[config.mk]
export PLATFORM = sky130hd
export DESIGN_NAME = wildcard_date_alarm_table
export DESIGN_NICKNAME = d
export VERILOG_FILES = /design/src/hdl/wdat_pkg.sv /design/src/hdl/wdat_ram.sv /design/src/hdl/wdat_match.sv /design/src/hdl/wildcard_date_alarm_table.sv
export VERILOG_INCLUDE_DIRS = /design/src /design/src/hdl
export SDC_FILE = /design/constraint.sdc
export NUM_CORES = 1
export LEC_CHECK = 0
export BUFFER_PORTS_ARGS = -buffer_cell sky130_fd_sc_hd__buf_2
export CAP_MARGIN = 20
export CORE_ASPECT_RATIO = 1.1
export CORE_MARGIN = 4
export CORE_UTILIZATION = 50
export CTS_BUF_LIST = sky130_fd_sc_hd__clkbuf_4
export DETAILED_ROUTE_END_ITERATION = 8
export PLACE_DENSITY = 0.63
export SYNTH_ARGS = -nofsm -noshare
export SYNTH_HDL_FRONTEND = slang
export SYNTH_SLANG_ARGS = --single-unit
[constraint.sdc]
create_clock -name clk -period 8.97 [get_ports clk]
set_clock_uncertainty 0.1 [all_clocks]
set_input_delay 0.4485 -clock clk [delete_from_list [all_inputs] [get_ports clk]]
set_output_delay 0.4485 -clock clk [all_outputs]
set_load 0.03 [all_outputs]
[src/hdl/wildcard_date_alarm_table_defines.svh]
// assertion macros for the wildcard date alarm table
`ifndef WILDCARD_DATE_ALARM_TABLE_DEFINES_SVH
`define WILDCARD_DATE_ALARM_TABLE_DEFINES_SVH
`ifndef SYNTHESIS
`define WDAT_ASSERT(label, clk, rst_n, prop) \
    label: assert property (@(posedge clk) disable iff (!rst_n) prop) \
        else $error("wdat assertion failed");
`define WDAT_ASSERT_NEVER(label, clk, rst_n, expr) \
    label: assert property (@(posedge clk) disable iff (!rst_n) !(expr)) \
        else $error("wdat forbidden condition seen");
`else
`define WDAT_ASSERT(label, clk, rst_n, prop)
`define WDAT_ASSERT_NEVER(label, clk, rst_n, expr)
`endif
`endif

[src/hdl/wdat_pkg.sv]
// shared types and constants for the wildcard date alarm table
`timescale 1ns / 1ps
package wdat_pkg;

    localparam int MAX_RESULTS = 16;
    localparam int RES_W       = 5;
    localparam logic [6:0] SEEN_NEVER = 7'd127;

    typedef enum logic [1:0] {
        CMD_ADD  = 2'd0,
        CMD_DEL  = 2'd1,
        CMD_TICK = 2'd2,
        CMD_NONE = 2'd3
    } cmd_e_t;

    typedef enum logic [1:0] {
        STAT_DONE    = 2'd0,
        STAT_FULL    = 2'd1,
        STAT_NONE    = 2'd2,
        STAT_IGNORED = 2'd3
    } status_t;

    typedef enum logic [1:0] {
        ST_IDLE,
        ST_SCAN,
        ST_DEL
    } state_t;

    typedef struct packed {
        logic [13:0] year;
        logic [3:0]  month;
        logic [4:0]  day;
        logic [4:0]  hour;
        logic [5:0]  minute;
    } time_t;

    typedef struct packed {
        logic [1:0]  kind;
        time_t       tm;
        logic [4:0]  wild;
        logic [15:0] tag;
        logic [6:0]  seen;
    } entry_t;

    typedef struct packed {
        logic [5:0]  pos;
        logic [1:0]  kind;
        logic [15:0] tag;
    } pend_t;

    localparam int ENTRY_W = $bits(entry_t);

endpackage

[src/hdl/wdat_ram.sv]
// generic single write port ram with registered read
`timescale 1ns / 1ps
module wdat_ram #(
    parameter int WIDTH = 64,
    parameter int DEPTH = 16
) (
    input  logic                                       clk,
    input  logic                                       we,
    input  logic [(DEPTH > 1 ? $clog2(DEPTH) : 1)-1:0] waddr,
    input  logic [WIDTH-1:0]                           wdata,
    input  logic [(DEPTH > 1 ? $clog2(DEPTH) : 1)-1:0] raddr,
    output logic [WIDTH-1:0]                           rdata
);

    logic [WIDTH-1:0] mem [DEPTH];

    always_ff @(posedge clk)
    begin
        if (we)
        begin
            mem[waddr] <= wdata;
        end
        rdata <= mem[raddr];
    end

endmodule

[src/hdl/wdat_match.sv]
// compare unit: decides whether one entry is due at the current time
`timescale 1ns / 1ps
module wdat_match
    import wdat_pkg::*;
(
    input  entry_t entry,
    input  time_t  now,
    output logic   due
);

    logic [4:0] differ;
    logic [4:0] earlier;

    always_comb
    begin
        differ[0]  = !entry.wild[0] && (entry.tm.year != now.year);
        differ[1]  = !entry.wild[1] && (entry.tm.month != now.month);
        differ[2]  = !entry.wild[2] && (entry.tm.day != now.day);
        differ[3]  = !entry.wild[3] && (entry.tm.hour != now.hour);
        differ[4]  = !entry.wild[4] && (entry.tm.minute != now.minute);
        earlier[0] = entry.tm.year < now.year;
        earlier[1] = entry.tm.month < now.month;
        earlier[2] = entry.tm.day < now.day;
        earlier[3] = entry.tm.hour < now.hour;
        earlier[4] = entry.tm.minute < now.minute;
    end

    // first differing field decides
    always_comb
    begin
        priority if (differ[0])
        begin
            due = earlier[0];
        end
        else if (differ[1])
        begin
            due = earlier[1];
        end
        else if (differ[2])
        begin
            due = earlier[2];
        end
        else if (differ[3])
        begin
            due = earlier[3];
        end
        else if (differ[4])
        begin
            due = earlier[4];
        end
        else
        begin
            due = 1'b1;
        end
    end

endmodule

[src/hdl/wildcard_date_alarm_table.sv]
// top level of the wildcard date alarm table
`timescale 1ns / 1ps
`include "wildcard_date_alarm_table_defines.svh"
// A command is taken when start is high and busy is low. Add, ignored commands
// and rejected deletes finish at once: their single result shows on the cycle
// after the transfer and busy stays low. A delete keeps busy high while the
// entries behind the removed one are copied down one per cycle through the
// entry ram; its result shows in the first cycle that busy is low again.
// A tick keeps busy high while the entries are read from the ram one per cycle
// and each goes through the shared compare unit. Results come out at most one
// per cycle marked by result_valid and cannot be held off, so each must be
// captured when it appears; each firing is held back until the next firing is
// found or the scan ends, and the last result of a tick shows in the first
// cycle that busy is low again. At most sixteen firings are reported per tick,
// although every entry is still tested.
module wildcard_date_alarm_table
    import wdat_pkg::*;
#(
    parameter int MAX_ENTRIES = 16
) (
    input  logic        clk,
    input  logic        rst_n,
    input  logic        start,
    output logic        busy,
    input  logic [1:0]  command,
    input  logic [5:0]  position,
    input  logic [1:0]  task_kind,
    input  logic [13:0] year_value,
    input  logic [3:0]  month_value,
    input  logic [4:0]  day_value,
    input  logic [4:0]  hour_value,
    input  logic [5:0]  minute_value,
    input  logic [4:0]  wildcard_mask,
    input  logic [15:0] action_tag,
    output logic        result_valid,
    output logic [1:0]  status,
    output logic [5:0]  entry_position,
    output logic [1:0]  fired_kind,
    output logic [15:0] fired_tag,
    output logic        last_of_run
);

    localparam int AW = (MAX_ENTRIES > 1) ? $clog2(MAX_ENTRIES) : 1;
    localparam int CW = $clog2(MAX_ENTRIES + 1);

    state_t           state_reg, state_next;
    logic [CW-1:0]    count_reg, count_next;
    logic [CW-1:0]    idx_reg, idx_next;
    logic             rvalid_reg, rvalid_next;
    logic [AW-1:0]    pidx_reg, pidx_next;
    time_t            now_reg, now_next;
    logic [5:0]       dpos_reg, dpos_next;
    logic [RES_W-1:0] nres_reg, nres_next;
    pend_t            pend_reg, pend_next;
    logic             have_pend_reg, have_pend_next;

    logic             res_valid_reg, res_valid_next;
    status_t          res_status_reg, res_status_next;
    logic [5:0]       res_pos_reg, res_pos_next;
    logic [1:0]       res_kind_reg, res_kind_next;
    logic [15:0]      res_tag_reg, res_tag_next;
    logic             res_last_reg, res_last_next;

    logic             ram_we;
    logic [AW-1:0]    ram_waddr;
    entry_t           ram_wdata;
    logic [AW-1:0]    ram_raddr;
    entry_t           ram_rdata;
    entry_t           new_entry;
    entry_t           wb_entry;
    logic             issue;
    logic             due;
    logic [5:0]       del_pos;

    wdat_ram #(
        .WIDTH (ENTRY_W),
        .DEPTH (MAX_ENTRIES)
    ) u_ram (
        .clk   (clk),
        .we    (ram_we),
        .waddr (ram_waddr),
        .wdata (ram_wdata),
        .raddr (ram_raddr),
        .rdata (ram_rdata)
    );

    wdat_match u_match (
        .entry (ram_rdata),
        .now   (now_reg),
        .due   (due)
    );

    assign issue   = idx_reg < count_reg;
    assign del_pos = (position > 6'(count_reg)) ? 6'(count_reg) : position;

    always_comb
    begin
        new_entry.kind      = task_kind;
        new_entry.tm.year   = year_value;
        new_entry.tm.month  = month_value;
        new_entry.tm.day    = day_value;
        new_entry.tm.hour   = hour_value;
        new_entry.tm.minute = minute_value;
        new_entry.wild      = wildcard_mask;
        new_entry.tag       = action_tag;
        new_entry.seen      = SEEN_NEVER;
        wb_entry            = ram_rdata;
        wb_entry.seen       = {1'b0, now_reg.minute};
    end

    // next state
    always_comb
    begin
        state_next = state_reg;
        unique case (state_reg)
            ST_IDLE:
            begin
                if (start && (command == CMD_TICK))
                begin
                    state_next = ST_SCAN;
                end
                else if (start && (command == CMD_DEL) && (position != 6'd0)
                         && (count_reg != '0))
                begin
                    state_next = ST_DEL;
                end
            end
            ST_SCAN, ST_DEL:
            begin
                if (!issue && !rvalid_reg)
                begin
                    state_next = ST_IDLE;
                end
            end
        endcase
    end

    // datapath and results
    always_comb
    begin
        count_next      = count_reg;
        idx_next        = idx_reg;
        rvalid_next     = 1'b0;
        pidx_next       = idx_reg[AW-1:0];
        now_next        = now_reg;
        dpos_next       = dpos_reg;
        nres_next       = nres_reg;
        pend_next       = pend_reg;
        have_pend_next  = have_pend_reg;
        res_valid_next  = 1'b0;
        res_status_next = STAT_DONE;
        res_pos_next    = 6'd0;
        res_kind_next   = 2'd0;
        res_tag_next    = 16'd0;
        res_last_next   = 1'b1;
        ram_we          = 1'b0;
        ram_waddr       = pidx_reg;
        ram_wdata       = ram_rdata;
        ram_raddr       = idx_reg[AW-1:0];
        unique case (state_reg)
            ST_IDLE:
            begin
                if (start)
                begin
                    unique case (cmd_e_t'(command))
                        CMD_ADD:
                        begin
                            res_valid_next = 1'b1;
                            if (task_kind == 2'd0)
                            begin
                                res_status_next = STAT_IGNORED;
                            end
                            else if (count_reg >= CW'(MAX_ENTRIES))
                            begin
                                res_status_next = STAT_FULL;
                            end
                            else
                            begin
                                ram_we       = 1'b1;
                                ram_waddr    = count_reg[AW-1:0];
                                ram_wdata    = new_entry;
                                count_next   = count_reg + CW'(1);
                                res_pos_next = 6'(count_reg) + 6'd1;
                            end
                        end
                        CMD_DEL:
                        begin
                            if (position == 6'd0)
                            begin
                                res_valid_next  = 1'b1;
                                res_status_next = STAT_IGNORED;
                            end
                            else if (count_reg == '0)
                            begin
                                res_valid_next  = 1'b1;
                                res_status_next = STAT_NONE;
                            end
                            else
                            begin
                                dpos_next = del_pos;
                                idx_next  = CW'(del_pos);
                            end
                        end
                        CMD_TICK:
                        begin
                            now_next.year   = year_value;
                            now_next.month  = month_value;
                            now_next.day    = day_value;
                            now_next.hour   = hour_value;
                            now_next.minute = minute_value;
                            idx_next        = '0;
                            nres_next       = '0;
                            have_pend_next  = 1'b0;
                        end
                        CMD_NONE:
                        begin
                            res_valid_next  = 1'b1;
                            res_status_next = STAT_IGNORED;
                        end
                    endcase
                end
            end
            ST_SCAN:
            begin
                rvalid_next = issue;
                if (issue)
                begin
                    idx_next = idx_reg + CW'(1);
                end
                if (rvalid_reg)
                begin
                    if (ram_rdata.seen != {1'b0, now_reg.minute})
                    begin
                        ram_we    = 1'b1;
                        ram_wdata = wb_entry;
                        if (due && (nres_reg < RES_W'(MAX_RESULTS)))
                        begin
                            // earlier firing goes out now, newest waits
                            if (have_pend_reg)
                            begin
                                res_valid_next = 1'b1;
                                res_pos_next   = pend_reg.pos;
                                res_kind_next  = pend_reg.kind;
                                res_tag_next   = pend_reg.tag;
                                res_last_next  = 1'b0;
                            end
                            pend_next.pos  = 6'(pidx_reg) + 6'd1;
                            pend_next.kind = ram_rdata.kind;
                            pend_next.tag  = ram_rdata.tag;
                            have_pend_next = 1'b1;
                            nres_next      = nres_reg + RES_W'(1);
                        end
                    end
                end
                else if (!issue)
                begin
                    res_valid_next = 1'b1;
                    if (have_pend_reg)
                    begin
                        res_pos_next  = pend_reg.pos;
                        res_kind_next = pend_reg.kind;
                        res_tag_next  = pend_reg.tag;
                    end
                    else
                    begin
                        res_status_next = STAT_NONE;
                    end
                end
            end
            ST_DEL:
            begin
                rvalid_next = issue;
                if (issue)
                begin
                    idx_next = idx_reg + CW'(1);
                end
                if (rvalid_reg)
                begin
                    // copy entry one place down
                    ram_we    = 1'b1;
                    ram_waddr = pidx_reg - AW'(1);
                    ram_wdata = ram_rdata;
                end
                else if (!issue)
                begin
                    count_next     = count_reg - CW'(1);
                    res_valid_next = 1'b1;
                    res_pos_next   = dpos_reg;
                end
            end
        endcase
    end

    always_ff @(posedge clk or negedge rst_n)
    begin
        if (!rst_n)
        begin
            state_reg     <= ST_IDLE;
            count_reg     <= '0;
            idx_reg       <= '0;
            rvalid_reg    <= 1'b0;
            nres_reg      <= '0;
            have_pend_reg <= 1'b0;
            res_valid_reg <= 1'b0;
        end
        else
        begin
            state_reg     <= state_next;
            count_reg     <= count_next;
            idx_reg       <= idx_next;
            rvalid_reg    <= rvalid_next;
            nres_reg      <= nres_next;
            have_pend_reg <= have_pend_next;
            res_valid_reg <= res_valid_next;
        end
    end

    always_ff @(posedge clk)
    begin
        pidx_reg       <= pidx_next;
        now_reg        <= now_next;
        dpos_reg       <= dpos_next;
        pend_reg       <= pend_next;
        res_status_reg <= res_status_next;
        res_pos_reg    <= res_pos_next;
        res_kind_reg   <= res_kind_next;
        res_tag_reg    <= res_tag_next;
        res_last_reg   <= res_last_next;
    end

    assign busy           = state_reg != ST_IDLE;
    assign result_valid   = res_valid_reg;
    assign status         = res_status_reg;
    assign entry_position = res_pos_reg;
    assign fired_kind     = res_kind_reg;
    assign fired_tag      = res_tag_reg;
    assign last_of_run    = res_last_reg;

    `WDAT_ASSERT(a_count_bound, clk, rst_n, count_reg <= CW'(MAX_ENTRIES))
    `WDAT_ASSERT(a_nres_bound, clk, rst_n, nres_reg <= RES_W'(MAX_RESULTS))
    `WDAT_ASSERT(a_scan_write, clk, rst_n, ram_we && (state_reg == ST_SCAN) |-> rvalid_reg)
    `WDAT_ASSERT(a_tick_quiet, clk, rst_n, start && !busy && (command == CMD_TICK) |=> !result_valid)
    `WDAT_ASSERT_NEVER(a_del_empty, clk, rst_n, (state_reg == ST_DEL) && (count_reg == '0))

endmodule
### Word level (Yosys, flattened, before mapping)

Memories as Yosys holds them, arrays and structs flattened. A register that Yosys moved wholly into a read port is not among the register bits.
Index checks and enable logic that the tools add are counted.
Widths: inputs -> output; s select.

* bits in writable memories: 1024
* memories kept: 1
* logic and storage cells: 209
* output and inout bits: 29
* input bits: 68
* register bits after elaboration: 115

* eq/ne operators: 27
* $add $sub $neg: 7
* reduce and logical (&&, ||, !) cells: 37
* muxes and demuxes: 103
* bitwise logic cells: 2
* $lt $le $gt $ge: 9

Memories
* u_ram.mem: words 16, bits a word 64, read ports 1, clocked after Yosys merged registers in 1, write ports 1, RTL line wdat_ram.sv:15 `logic [WIDTH-1:0] mem [DEPTH];`

Operators by type and width (number)
* $mux 64: 4
* $pmux 64 s3: 1
* $mux 16: 5
* $mux 5: 16
* $mux 6: 11
* $pmux 5 s2: 4
* $mux 1: 31
* $mux 2: 15
* $mux 4: 5
* $ne 2x2->1 const B: 9
* $pmux 6 s3: 1
* $add 5x1->5 const B: 3
* $lt 5x5->1: 3
* $lt 14x14->1: 1
* $mux 7: 2
* $ne 14x14->1: 1
* $ne 3x3->1 const B: 4
* $logic_and 1x1->1: 11
* $ne 5x5->1: 2
* $reduce_and 5->1: 2
* $pmux 2 s2: 2
* $pmux 4 s2: 1
* $logic_not 1->1: 7
* $ne 7x6->1: 1
* 30 further kinds: 43

### Logic depth before layout (Yosys ltp)

* word-level depth: 12
* depth in mapped cells: 11
* mapped depth without buffers: 10

### Hierarchy

From an unflattened synthesis, not the netlist that was laid out.

* cell total of the unflattened synthesis: 2278
* area, all modules: 46191.8 sq um

By module, submodules not included
* wdat_ram: cells each 1647, area each 39581.7 sq um, instances 1
* wildcard_date_alarm_table: cells each 507, area each 5726.7 sq um, instances 1
* wdat_match: cells each 124, area each 883.3 sq um, instances 1

### Worst setup path before layout

No wires, ideal clock.

* path type: input-to-reg
* start point: in command[0]
* end point: mem u_ram.mem[10][0] (enable)
* stages on the path: 9
* arrival: 6218 ps
* path buffers: 1
* slack: 2088 ps
* setup time: 564 ps
* cell sequence: inv_1 ha_1 and3b_1 and2b_1 buf_6 mux2i_4 a221o_1 nand3b_1 nor3_1

* cells in the longest elaborated chain, start to end: 6
* elaborated cells on any way between the ends: 9
* those cells by class: 8 x mux; 1 x reduce/logical

Ends and longest elaborated chain
* start, declared: RTL line wildcard_date_alarm_table.sv:25 `input logic [1:0] command,`
* $logic_not 2->1 *: RTL line wildcard_date_alarm_table.sv:165 `unique case (cmd_e_t'(command))`
* $mux 1: RTL line wildcard_date_alarm_table.sv:165
* $mux 1: RTL line wildcard_date_alarm_table.sv:163 `if (start)`
* $pmux 1 s3: RTL line wildcard_date_alarm_table.sv:160 `unique case (state_reg)`
* $mux 1: RTL line wdat_ram.sv:19 `if (we)`
* $mux 1 (implied by the code): RTL line wdat_ram.sv:21 `mem[waddr] <= wdata;`
* end, declared: RTL line wdat_ram.sv:15

Mark *: on every way between the ends. The rest lies on a longest branch, timed or not.

### Worst setup path in the final report

* start point: reg count_reg[4]
* end point: mem u_ram.mem[12][3] (enable)

* cells in the longest elaborated chain, start to end: 8
* elaborated cells on any way between the ends: 13
* those cells by class: 1 x order compare; 12 x mux

Ends and longest elaborated chain
* start, declared: RTL line wildcard_date_alarm_table.sv:47 `logic [CW-1:0] count_reg, count_next;`
* start signal, assigned: RTL line wildcard_date_alarm_table.sv:309 `count_reg <= count_next;`
* $ge 5x5->1 *: RTL line wildcard_date_alarm_table.sv:173 `else if (count_reg >= CW'(MAX_ENTRIES))`
* $mux 1: RTL line wildcard_date_alarm_table.sv:173
* $mux 1: RTL line wildcard_date_alarm_table.sv:169 `if (task_kind == 2'd0)`
* $mux 1: RTL line wildcard_date_alarm_table.sv:165
* $mux 1: RTL line wildcard_date_alarm_table.sv:163
* $pmux 1 s3: RTL line wildcard_date_alarm_table.sv:160
* $mux 1: RTL line wdat_ram.sv:19
* $mux 1 (implied by the code): RTL line wdat_ram.sv:21

Marks and branches as above.

==> impl_metrics.json <==
{
  "outcome": "finished, final reports clean",
  "ys.flop_type": "edfxtp_1",
  "clkTransAtPathRegs_ns": 0.07,
  "ir_drop_mv": 0.228,
  "slew_headroom": 0.254,
  "syn_nets": 2374,
  "rows": 117,
  "grt_usage": 0.223,
  "slowest_delay_ns": 0.86,
  "hold_ws_ns": 0.187,
  "viasPerCell": 5.74,
  "holdCritStartpoint": "position[3]",
  "startpoint_type": "register",
  "syn-instance-count": 2246,
  "initial_core_util": 0.505,
  "crit_family": "simple AND/OR/NAND/NOR gates",
  "dp_cells": 3572,
  "die_height_um": 329,
  "synth.area.top_cells": "edfxtp_1 (70%), mux4_2 (15%), dfxtp_1 (4.1%)",
  "drive_above_1_share": 0.346,
  "cts_tree": "yes",
  "cts_buffers": 309,
  "finalCriticalPeriod_ns": 4.89,
  "grt_pass1_vias": 26000,
  "initialDrtViolationCount": 2131,
  "netlist_area_sq_um": 46800,
  "die_w_um": 300,
  "final_common_cell": "edfxtp_1",
  "r2r_start": "count_reg[4]",
  "drc": 0,
  "critical_path_class": "reg2reg",
  "antenna_found_initial": 1,
  "hold_viol_final": 0,
  "fp.coreArea_sq_um": 92700,
  "drv_cap": 0,
  "critPathCaptureType": "register",
  "setup_viol": 0,
  "final_cell_mix": "edfxtp_1 (1087), clkbuf_4 (450), mux4_2 (320), dlygate4sd3_1 (111), buf_2 (97)",
  "die_area_sq_um": 98600,
  "clockBufferDepth": 4,
  "io_buffers": 96,
  "largest_reg_flops": 1024,
  "critPathLaunch": "count_reg[4]",
  "tightestPinTransition_ns": 1.12,
  "critPathRequiredTime_ns": 9.54,
  "avgRoutedWirePerCell_um": 25.4,
  "hpwlAfterDp_um": 58100,
  "cts-htree-levels": 5,
  "synth-edff-count": 1087,
  "seq_area_frac_synth": 0.749,
  "cp.buffers_inverters": 2,
  "drtAntennaViolNets": 0,
  "fmax_mhz": 204,
  "post-cts-setup-buffers": 0,
  "rsz0062_at_grt": "no",
  "cts-root-buf": "clkbuf_4",
  "clk_latency_ns": 1.13,
  "report.final.slew_viol_count": 0,
  "ys_seq_elements": 1202,
  "ys_warn_count": 0,
  "grt_max_degree": 139,
  "crit_arrival_ns": 5.47,
  "min_path_type": "in2reg",
  "synthArstFlopShare": 0.0166,
  "grt-ovfl-total": 0,
  "syn_avg_cell_area_sq_um": 20.8,
  "fin_cells": 4236,
  "grt_pass1_wl_um": 161000,
  "cp_cell_sequence": "and3b_1 -> and2b_1 -> buf_4 -> mux2i_4 -> o21ai_0 -> o311a_1 -> nand3_1 -> nor2_4 -> buf_4",
  "power_density_nw_per_um2": 343,
  "path_common_cell": "buf_4",
  "cp_slowest_cell": "nor2_4",
  "io-pin-count": 97,
  "leakage_nw": 18.8,
  "fin_crit_sh": 0.546,
  "r2r_slack_ns": 4.08,
  "crit_path_max_fanout": 42,
  "synthToLayoutAreaGrowth_pct": 16.0,
  "place_congestion": 0.808,
  "finish.net_count": 2883,
  "clock-sinks": 1202,
  "first_pass_iters": 5,
  "routed_wl_um": 108000,
  "ys_types": 64,
  "yosysTopAreaCellShare": 0.698,
  "vias": 24300,
  "synth_top_cell_by_area": "edfxtp_1",
  "tns_ns": 0
}
routing by layer:
layer / global-route usage / wire, um / share of wire
met1: 0.297 / 43500 / 0.40
met2: 0.368 / 54300 / 0.50
met3: 0.0533 / 7780 / 0.072
met4: 0.0713 / 2020 / 0.019
met5: 0 / 0 / 0
worst min-delay path: stages:
cell and delay (ns):
dlygate4sd3_1 0.52, buf_2 0.14, mux2_2 0.19
kinds of logic after synthesis:
group | count (synthesis) | share of synthesized area
flops | 1202 | 0.749
mux | 388 | 0.169
simple gates | 233 | 0.0245
compound gates | 178 | 0.0236
buf+inv | 166 | 0.0143
fa+ha+maj | 60 | 0.0162
xor+xnor | 18 | 0.00337
other cells | 1 | 0.0000801
synth_stat cells, types with 11 or more instances:
cell,count
ha_1,59
nand2_1,95
mux4_2,320
nor2_1,35
and3_1,25
o21ai_0,74
nor3_1,16
inv_1,57
mux2i_1,59
a21oi_1,32
xor2_1,11
edfxtp_1,1087
dfrtp_1,20
buf_2,28
dfxtp_1,95
clkbuf_1,64
buf_1,14
nand3_1,16
path summary, 6_finish.rpt:
path                            cells past startpoint          endpoint
worst max-delay path                                9  u_ram.mem[12][3]
worst max register to register                      9  u_ram.mem[12][3]
min in group asynchronous                           3      count_reg[0]
worst min-delay path                                3       dpos_reg[3]
max in group asynchronous                           4        idx_reg[1]
worst min register to register                      0      pend_reg[12]
per-stage QoR:
stage	utilization	total power, mW	instance area, sq um	setup WS [ns]
after CTS	0.585	18.8	54200	4.05
after detailed placement	0.532	14.2	49300	3.78
final	0.586	18.6	54300	4.08
after global placement	0.531	13.9	49200	3.95
after floorplan	-	12.1	46800	2.09
after global routing	0.586	19.6	54300	3.88
report_power, final:
part	total, mW	switching, mW	leakage (nW)	internal, mW
logic	5.74	3.37	5.56	2.36
clock network	4.49	2.09	2.31	2.39
registers	8.39	0.422	10.9	7.97
cell type report:
| cell class | count | area (sq um) |
|---|---|---|
| inverters | 57 | 216 |
| multi-input cells | 878 | 11200 |
| clock buffers | 450 | 3380 |
| clock inverters | 92 | 439 |
| well taps | 1249 | 1560 |
| flip-flops and latches | 1202 | 35100 |
| diodes | 1 | 2.50 |
| fillers | 6867 | 38400 |
| repair buffers | 307 | 2410 |
repair_timing:
action,4_1_cts,5_1_grt
hold buffers,110,1
resized for setup,0,0
endpoints found under the hold margin,874,16
Power figures use the tool's default switching activity.
